[config.mk]
export PLATFORM = sky130hd
export DESIGN_NAME = modbus_read_response_parser_flat
export DESIGN_NICKNAME = d
export VERILOG_FILES = /design/src/rtl/mrrp_pkg.sv /design/src/rtl/mrrp_if.sv /design/src/rtl/mrrp_crc_byte.sv /design/src/rtl/mrrp_frame_tracker.sv /design/src/rtl/modbus_read_response_parser.sv /design/src/flat_wrapper.sv
export SDC_FILE = /design/constraint.sdc
export NUM_CORES = 1
export LEC_CHECK = 0
export ABC_AREA = 1
export BUFFER_PORTS_ARGS = -buffer_cell sky130_fd_sc_hd__buf_2
export CAP_MARGIN = 15
export CORE_MARGIN = 2
export CORE_UTILIZATION = 55
export CTS_CLUSTER_DIAMETER = 30
export DETAILED_ROUTE_END_ITERATION = 16
export PLACE_DENSITY = 0.74
export SETUP_SLACK_MARGIN = 0.3
export SLEW_MARGIN = 10
export SYNTH_ARGS = -nofsm -noshare
export SYNTH_HDL_FRONTEND = slang
export SYNTH_HIERARCHICAL = 1
export SYNTH_SLANG_ARGS = --single-unit
[constraint.sdc]
create_clock -name clk -period 11.2 [get_ports clk]
set_clock_uncertainty 0.15 [all_clocks]
set_input_delay 2.24 -clock clk [delete_from_list [all_inputs] [get_ports clk]]
set_output_delay 2.24 -clock clk [all_outputs]
set_load 0.005 [all_outputs]
[src/rtl/mrrp_pkg.sv]
package mrrp_pkg;

    // CRC-16/MODBUS constants
    localparam logic [15:0] CRC_INIT = 16'hFFFF;
    localparam logic [15:0] CRC_POLY = 16'hA001;
    localparam int unsigned CRC_BITS = 8;

    // Frame layout: slave, function, count, data, crc low, crc high
    localparam logic [8:0] HEADER_LEN = 9'd3;
    localparam logic [9:0] LAST_OFFSET = 10'd4;
    localparam logic [8:0] COUNT_POS = 9'd2;
    localparam logic [8:0] POS_MAX = 9'd511;

    // Result kinds
    localparam logic KIND_VALUE = 1'b0;
    localparam logic KIND_STATUS = 1'b1;

    // Frame status codes
    localparam logic [1:0] STATUS_OK = 2'd0;
    localparam logic [1:0] STATUS_LENGTH = 2'd1;
    localparam logic [1:0] STATUS_CRC = 2'd2;

    typedef struct packed {
        logic        kind;
        logic [15:0] reg_value;
        logic [6:0]  value_index;
        logic [1:0]  frame_status;
    } result_t;

endpackage

[src/rtl/mrrp_if.sv]
interface mrrp_byte_if;
    logic       valid;
    logic       ready;
    logic [7:0] rx_byte;
    logic       frame_end;

    modport source (output valid, output rx_byte, output frame_end, input ready);
    modport sink (input valid, input rx_byte, input frame_end, output ready);
endinterface

interface mrrp_result_if;
    logic        valid;
    logic        ready;
    logic        kind;
    logic [15:0] reg_value;
    logic [6:0]  value_index;
    logic [1:0]  frame_status;

    modport source (output valid, output kind, output reg_value, output value_index,
                    output frame_status, input ready);
    modport sink (input valid, input kind, input reg_value, input value_index,
                  input frame_status, output ready);
endinterface

[src/rtl/mrrp_crc_byte.sv]
module mrrp_crc_byte
(
    input  logic [15:0] crc,
    input  logic [7:0]  data,
    output logic [15:0] crc_next
);
    import mrrp_pkg::*;

    // Fold one byte in, eight reflected shift steps
    always_comb
    begin
        logic [15:0] c;
        c = crc ^ {8'd0, data};
        for (int i = 0; i < CRC_BITS; i++)
        begin
            if (c[0])
            begin
                c = (c >> 1) ^ CRC_POLY;
            end
            else
            begin
                c = c >> 1;
            end
        end
        crc_next = c;
    end
endmodule

[src/rtl/mrrp_frame_tracker.sv]
module mrrp_frame_tracker
(
    input  logic              clk,
    input  logic              rst_n,
    input  logic              step,
    input  logic [7:0]        rx_byte,
    input  logic              frame_end,
    output logic              res_valid,
    output mrrp_pkg::result_t res
);
    import mrrp_pkg::*;

    logic [8:0]  pos_reg, pos_next;
    logic [7:0]  len_reg, len_next;
    logic [15:0] crc_reg, crc_next;
    logic [7:0]  high_reg, high_next;
    logic [7:0]  crc_low_reg, crc_low_next;
    logic [6:0]  count_reg, count_next;

    logic [15:0] crc_upd;
    logic [8:0]  crc_end;
    logic [8:0]  data_off;

    mrrp_crc_byte u_crc
    (
        .crc      (crc_reg),
        .data     (rx_byte),
        .crc_next (crc_upd)
    );

    assign crc_end  = HEADER_LEN + {1'b0, len_reg};
    assign data_off = pos_reg - HEADER_LEN;

    // Decode one byte: advance the frame state and form at most one result
    always_comb
    begin
        pos_next     = pos_reg;
        len_next     = len_reg;
        crc_next     = crc_reg;
        high_next    = high_reg;
        crc_low_next = crc_low_reg;
        count_next   = count_reg;
        res_valid    = 1'b0;
        res          = '0;

        if (frame_end)
        begin
            res_valid = 1'b1;
            res.kind  = KIND_STATUS;
            if ({1'b0, pos_reg} != LAST_OFFSET + {2'b00, len_reg})
            begin
                res.frame_status = STATUS_LENGTH;
            end
            else if ({rx_byte, crc_low_reg} == crc_reg)
            begin
                res.frame_status = STATUS_OK;
            end
            else
            begin
                res.frame_status = STATUS_CRC;
            end
            pos_next     = '0;
            len_next     = '0;
            crc_next     = CRC_INIT;
            high_next    = '0;
            crc_low_next = '0;
            count_next   = '0;
        end
        else
        begin
            if (pos_reg < crc_end)
            begin
                crc_next = crc_upd;
            end
            if (pos_reg == COUNT_POS)
            begin
                len_next = rx_byte;
            end
            if (pos_reg == crc_end)
            begin
                crc_low_next = rx_byte;
            end
            if (pos_reg >= HEADER_LEN)
            begin
                if (!data_off[0])
                begin
                    high_next = rx_byte;
                end
                else if (data_off <= {1'b0, len_reg})
                begin
                    res_valid       = 1'b1;
                    res.kind        = KIND_VALUE;
                    res.reg_value   = {high_reg, rx_byte};
                    res.value_index = count_reg;
                    count_next      = count_reg + 7'd1;
                end
            end
            // Hold at the top for overlong frames
            if (pos_reg != POS_MAX)
            begin
                pos_next = pos_reg + 9'd1;
            end
        end
    end

    always_ff @(posedge clk or negedge rst_n)
    begin
        if (!rst_n)
        begin
            pos_reg     <= '0;
            len_reg     <= '0;
            crc_reg     <= CRC_INIT;
            high_reg    <= '0;
            crc_low_reg <= '0;
            count_reg   <= '0;
        end
        else if (step)
        begin
            pos_reg     <= pos_next;
            len_reg     <= len_next;
            crc_reg     <= crc_next;
            high_reg    <= high_next;
            crc_low_reg <= crc_low_next;
            count_reg   <= count_next;
        end
    end

    a_end_restarts: assert property (@(posedge clk) disable iff (!rst_n)
        step && frame_end |=> pos_reg == '0 && crc_reg == CRC_INIT && count_reg == '0)
        else $error("frame end did not restart the frame state");

    a_status_clean: assert property (@(posedge clk) disable iff (!rst_n)
        res_valid && res.kind == KIND_STATUS |-> res.reg_value == '0 && res.value_index == '0)
        else $error("status result carries value fields");

    a_status_code: assert property (@(posedge clk) disable iff (!rst_n)
        res_valid |-> res.frame_status == STATUS_OK || res.frame_status == STATUS_LENGTH
                      || res.frame_status == STATUS_CRC)
        else $error("undefined frame status code");

    a_count_steps: assert property (@(posedge clk) disable iff (!rst_n)
        step && res_valid && res.kind == KIND_VALUE |=> count_reg == $past(count_reg) + 7'd1)
        else $error("value count did not advance with a value result");
endmodule

[src/rtl/modbus_read_response_parser.sv]
// Modbus RTU read-holding-registers response parser. Feed one frame byte per
// beat and flag the last byte with frame_end. A new beat is accepted every
// cycle unless the result register is full and not being taken. Each result
// passes the input register, then the result register. Each big-endian
// register value comes out as soon as its second byte arrives; the last
// byte yields one status result (ok, length error or CRC mismatch). On a
// non-ok status, drop the values already delivered for that frame. Slave and
// function bytes are not checked.
module modbus_read_response_parser
(
    input  logic          clk,
    input  logic          rst_n,
    mrrp_byte_if.sink     frame_bytes,
    mrrp_result_if.source results
);
    import mrrp_pkg::*;

    logic       s1_valid_reg;
    logic [7:0] s1_byte_reg;
    logic       s1_end_reg;
    logic       out_valid_reg, out_valid_next;
    result_t    out_data_reg;

    logic       s1_advance;
    logic       res_valid;
    result_t    res;

    // Advance the decoded byte when the result register is free or draining
    assign s1_advance        = s1_valid_reg && (!out_valid_reg || results.ready);
    assign frame_bytes.ready = !s1_valid_reg || s1_advance;

    // Input register
    always_ff @(posedge clk or negedge rst_n)
    begin
        if (!rst_n)
        begin
            s1_valid_reg <= 1'b0;
        end
        else if (frame_bytes.ready)
        begin
            s1_valid_reg <= frame_bytes.valid;
        end
    end

    always_ff @(posedge clk)
    begin
        if (frame_bytes.ready && frame_bytes.valid)
        begin
            s1_byte_reg <= frame_bytes.rx_byte;
            s1_end_reg  <= frame_bytes.frame_end;
        end
    end

    mrrp_frame_tracker u_tracker
    (
        .clk       (clk),
        .rst_n     (rst_n),
        .step      (s1_advance),
        .rx_byte   (s1_byte_reg),
        .frame_end (s1_end_reg),
        .res_valid (res_valid),
        .res       (res)
    );

    // Result register: load on advance, drop when taken
    always_comb
    begin
        if (s1_advance)
        begin
            out_valid_next = res_valid;
        end
        else if (results.ready)
        begin
            out_valid_next = 1'b0;
        end
        else
        begin
            out_valid_next = out_valid_reg;
        end
    end

    always_ff @(posedge clk or negedge rst_n)
    begin
        if (!rst_n)
        begin
            out_valid_reg <= 1'b0;
        end
        else
        begin
            out_valid_reg <= out_valid_next;
        end
    end

    always_ff @(posedge clk)
    begin
        if (s1_advance && res_valid)
        begin
            out_data_reg <= res;
        end
    end

    assign results.valid        = out_valid_reg;
    assign results.kind         = out_data_reg.kind;
    assign results.reg_value    = out_data_reg.reg_value;
    assign results.value_index  = out_data_reg.value_index;
    assign results.frame_status = out_data_reg.frame_status;
endmodule
[src/flat_wrapper.sv]
// flat-port wrapper written by rule: the top's interface ports become plain ports
module modbus_read_response_parser_flat import mrrp_pkg::*;
  (clk, rst_n, frame_bytes_valid, frame_bytes_rx_byte, frame_bytes_frame_end, frame_bytes_ready, results_valid, results_kind, results_reg_value, results_value_index, results_frame_status, results_ready);
  mrrp_byte_if frame_bytes_i ();
  mrrp_result_if results_i ();
  input  logic clk;
  input  logic rst_n;
  input wire logic [$bits(frame_bytes_i.valid)-1:0] frame_bytes_valid;
  input wire logic [$bits(frame_bytes_i.rx_byte)-1:0] frame_bytes_rx_byte;
  input wire logic [$bits(frame_bytes_i.frame_end)-1:0] frame_bytes_frame_end;
  output wire logic [$bits(frame_bytes_i.ready)-1:0] frame_bytes_ready;
  output wire logic [$bits(results_i.valid)-1:0] results_valid;
  output wire logic [$bits(results_i.kind)-1:0] results_kind;
  output wire logic [$bits(results_i.reg_value)-1:0] results_reg_value;
  output wire logic [$bits(results_i.value_index)-1:0] results_value_index;
  output wire logic [$bits(results_i.frame_status)-1:0] results_frame_status;
  input wire logic [$bits(results_i.ready)-1:0] results_ready;
  assign frame_bytes_i.valid = frame_bytes_valid;
  assign frame_bytes_i.rx_byte = frame_bytes_rx_byte;
  assign frame_bytes_i.frame_end = frame_bytes_frame_end;
  assign frame_bytes_ready = frame_bytes_i.ready;
  assign results_valid = results_i.valid;
  assign results_kind = results_i.kind;
  assign results_reg_value = results_i.reg_value;
  assign results_value_index = results_i.value_index;
  assign results_frame_status = results_i.frame_status;
  assign results_i.ready = results_ready;
  modbus_read_response_parser u_core (.clk(clk), .rst_n(rst_n), .frame_bytes(frame_bytes_i), .results(results_i));
endmodule
==> run metrics <==
maximum fanout encountered on the critical timing path 3; Slew Limit Fails 0; number of enable-type register cells in the synthesized netlist 35; final hold violation count 0; arrival time at the worst endpoint roughly 2.6 ns; post-synth net total approximately 660; number of cells produced by synthesis 619; Die Area 10700 sq um; LEAKAGE 0.00269 uW; Layout Cells excl Fill 786; final setup violation count 0; post-route fraction of the period consumed by the critical path 44.7%; number of violations reported at the end of detailed-routing iteration 0 between 200 and 250; FP Rows 36; Worst-Skew Late Latency 0.36 ns; sequential share of the synthesized area 46.2%; GRT busiest layer met2; routability-driven placement congestion ratio about 0.86; Global Route Usage Sum a little over a fifth; cell family contributing the most delay on the critical path buffers and inverters; vertical die dimension 104 microns; total half-perimeter wirelength after legalization and detailed placement roughly 8000 microns; max-capacitance violation count 0; global-route track usage on met1 29.0%; clock tree from TritonCTS done; Post-synth ARST share between 60 and 70%; CTS hold repair buffers 0; met3 routing resource usage after global routing around 4.3%; Power Density 221 nW/um^2; maximum operating frequency 200 MHz; cell type with the highest occurrence count on the critical path buf_2; sort of element at the start of the critical path input port; number of buffers inserted during clock tree synthesis 9; total global routing overflow 0; CTS Sinks 93; via count of the first global-routing pass 3902; largest net degree at the start of global routing 59; count of input and output buffers 40; count of filler cells inserted in the layout 855; Antenna Cells 0; clock period minus final worst setup slack 5.00 ns; number of gates given a new drive strength after cts 0; Overall Power 1300 uW; WP data required 8.81 ns; min-delay worst type reg2reg; drt pass-1 iters 5; maximum buffer depth of the clock tree 2; layout cells sized above 1 18.8%; detailed-route wire length per cell roughly 14 microns; syn_area_per_cell 8.83 sq um; worst IR drop on VDD 0.000194 V; Distinct cells, synth 43; CP Buf/Inv Count 3; finished layout cell area roughly 5900 sq um; detailed-route via count approximately 4100; list of cells traversed by the critical path buf_2, inv_1, nand3_2, buf_2; DRT Wirelength 10900 microns; final critical-path setup slack 6.20 ns; RSZ-0062 raised after global routing false; worst stage delay on the critical path 0.13 ns; final net count 684; x dimension of the die a little over 100 microns; placed cells 770; met2 layer usage reported by global route 36.4%; count of nets left with antenna violations after detail routing 0; H-tree depth reported by CTS 3; synthesized area 5460 sq um; flop and latch count out of synthesis 93; Worst Path Class, Setup in2out; slew margin rel. 38.9%; Crit. End Element primary output; Post-Place Cell Area ~5700 sq um; register clock-pin slew on the reported worst setup and hold paths 0.10 ns; Core Footprint 9730 sq um; synthesis-to-layout area growth 7.83%; prevailing post-synth register cell dfrtp_1; buffers inserted during post-CTS setup optimization 0; setup TNS after final layout 0 ns; number of ports placed on the die boundary 41; Yosys warning total 6; clock root cell clkbuf_8; status complete, no violations; initial standard-cell utilization of the core 56.2%; antenna violations before repair 0; Worst Tran Pin Value 0.913 ns; worst slack at placement 6.20 ns; wire length of the first global-routing pass 18900 microns; number of vias per cell 5.18; slowest stage cell on the critical path buf_2; DRC violation count after routing 0
## area by class of cell
type	count	area [sq um]	share of cell area, %
Tap cell	133	166	2.82
Clock buffer	9	124	2.10
Clock inverter	7	85.1	1.44
Multi-Input combinational cell	441	2540	43.2
Inverter	59	221	3.76
Sequential cell	93	2520	42.8
Timing Repair Buffer	44	230	3.91
## synth_stat cells, types with 15 or more instances
| cell | number | area share [%] |
|---|---|---|
| a21oi_1 | 15 | 1.4 |
| dfrtp_1 | 42 | 19 |
| dfstp_2 | 16 | 7.7 |
| edfxtp_1 | 35 | 19 |
| ha_1 | 23 | 5.3 |
| inv_1 | 57 | 3.9 |
| nand2_1 | 143 | 9.8 |
| nand3_1 | 28 | 2.6 |
| nor2_1 | 69 | 4.7 |
| o21ai_0 | 39 | 3.6 |
| xnor2_1 | 22 | 3.5 |
| xor2_1 | 21 | 3.4 |
## through the flow
step	hold slack (ns)	utilization [%]
after floorplan	0.292	-
after global placement	0.312	58.4
after detailed placement	0.320	58.4
after CTS	0.344	60.6
after global routing	0.361	60.6
final	0.341	60.6
## power breakdown
group | leakage (uW) | total (uW) | switching, uW | internal [uW]
Combinational | 0.00153 | 528 | 318 | 210
Clock | 0.000105 | 232 | 125 | 107
Sequential | 0.00106 | 539 | 82.7 | 456
Total | 0.00269 | 1300 | 526 | 773
## logic make-up (layout without fill, tap and decap cells)
logic type      Yosys count  count (layout)  synth area share, %
compound gates           72              72                 7.97
simple gates            301             301                 25.8
fa+ha+maj                23              23                 5.27
buf+inv                  85             119                 7.35
xor+xnor                 45              45                 7.49
flops                    93              93                 46.2
## final timing paths
path | from | to | slack, ns | depth (start not counted)
worst min-delay path | u_core/u_tracker/high_reg[5]$_DFFE_PN0P_ | u_core/u_tracker/high_reg[5]$_DFFE_PN0P_ | 0.34 | 2
max in group asynchronous | rst_n | u_core/u_tracker/len_reg[1]$_DFFE_PN0P_ | 8.54 | 2
min in group asynchronous | rst_n | u_core/s1_valid_reg$_DFFE_PN0P_ | 1.87 | 2
worst max-delay path | results_ready | frame_bytes_ready | 6.20 | 4
worst max register to register | u_core/u_tracker/pos_reg[1]$_DFFE_PN0P_ | u_core/results.frame_status[1]$_DFFE_PP_ | 7.88 | 14
worst min register to register | u_core/u_tracker/high_reg[5]$_DFFE_PN0P_ | u_core/u_tracker/high_reg[5]$_DFFE_PN0P_ | 0.34 | 2
## metal layers
layer / vias up / wire, microns
met5: - / 0
met4: 0 / 114
met3: 14 / 383
met2: 86 / 5370
met1: 1912 / 5070
li1: 2058 / -
## worst register-to-register path: stages (launching register included)
cell     delay, ns
dfrtp_1       0.48
ha_1          0.28
inv_1         0.11
nand3_1       0.10
xor2_1        0.16
ha_1          0.29
a21o_1        0.16
a21oi_1       0.19
nand2_1       0.09
nand2_1       0.10
nand2_4       0.19
nand2_8       0.16
inv_1         0.10
nor2_2        0.11
buf_4         0.32
## placed cells by master (no fill, tap or decap), types with 9 or more instances in the layout
cell type	n
nor2_1	68
inv_1	57
edfxtp_1	35
nor3_1	12
nand3_1	28
ha_1	23
nand2_2	10
xnor2_1	22
nand2_1	143
xor2_1	21
clkbuf_8	9
dfstp_2	16
o21ai_0	39
a21oi_1	15
buf_2	40
dfrtp_1	42
(Power assumes the default switching activity.)
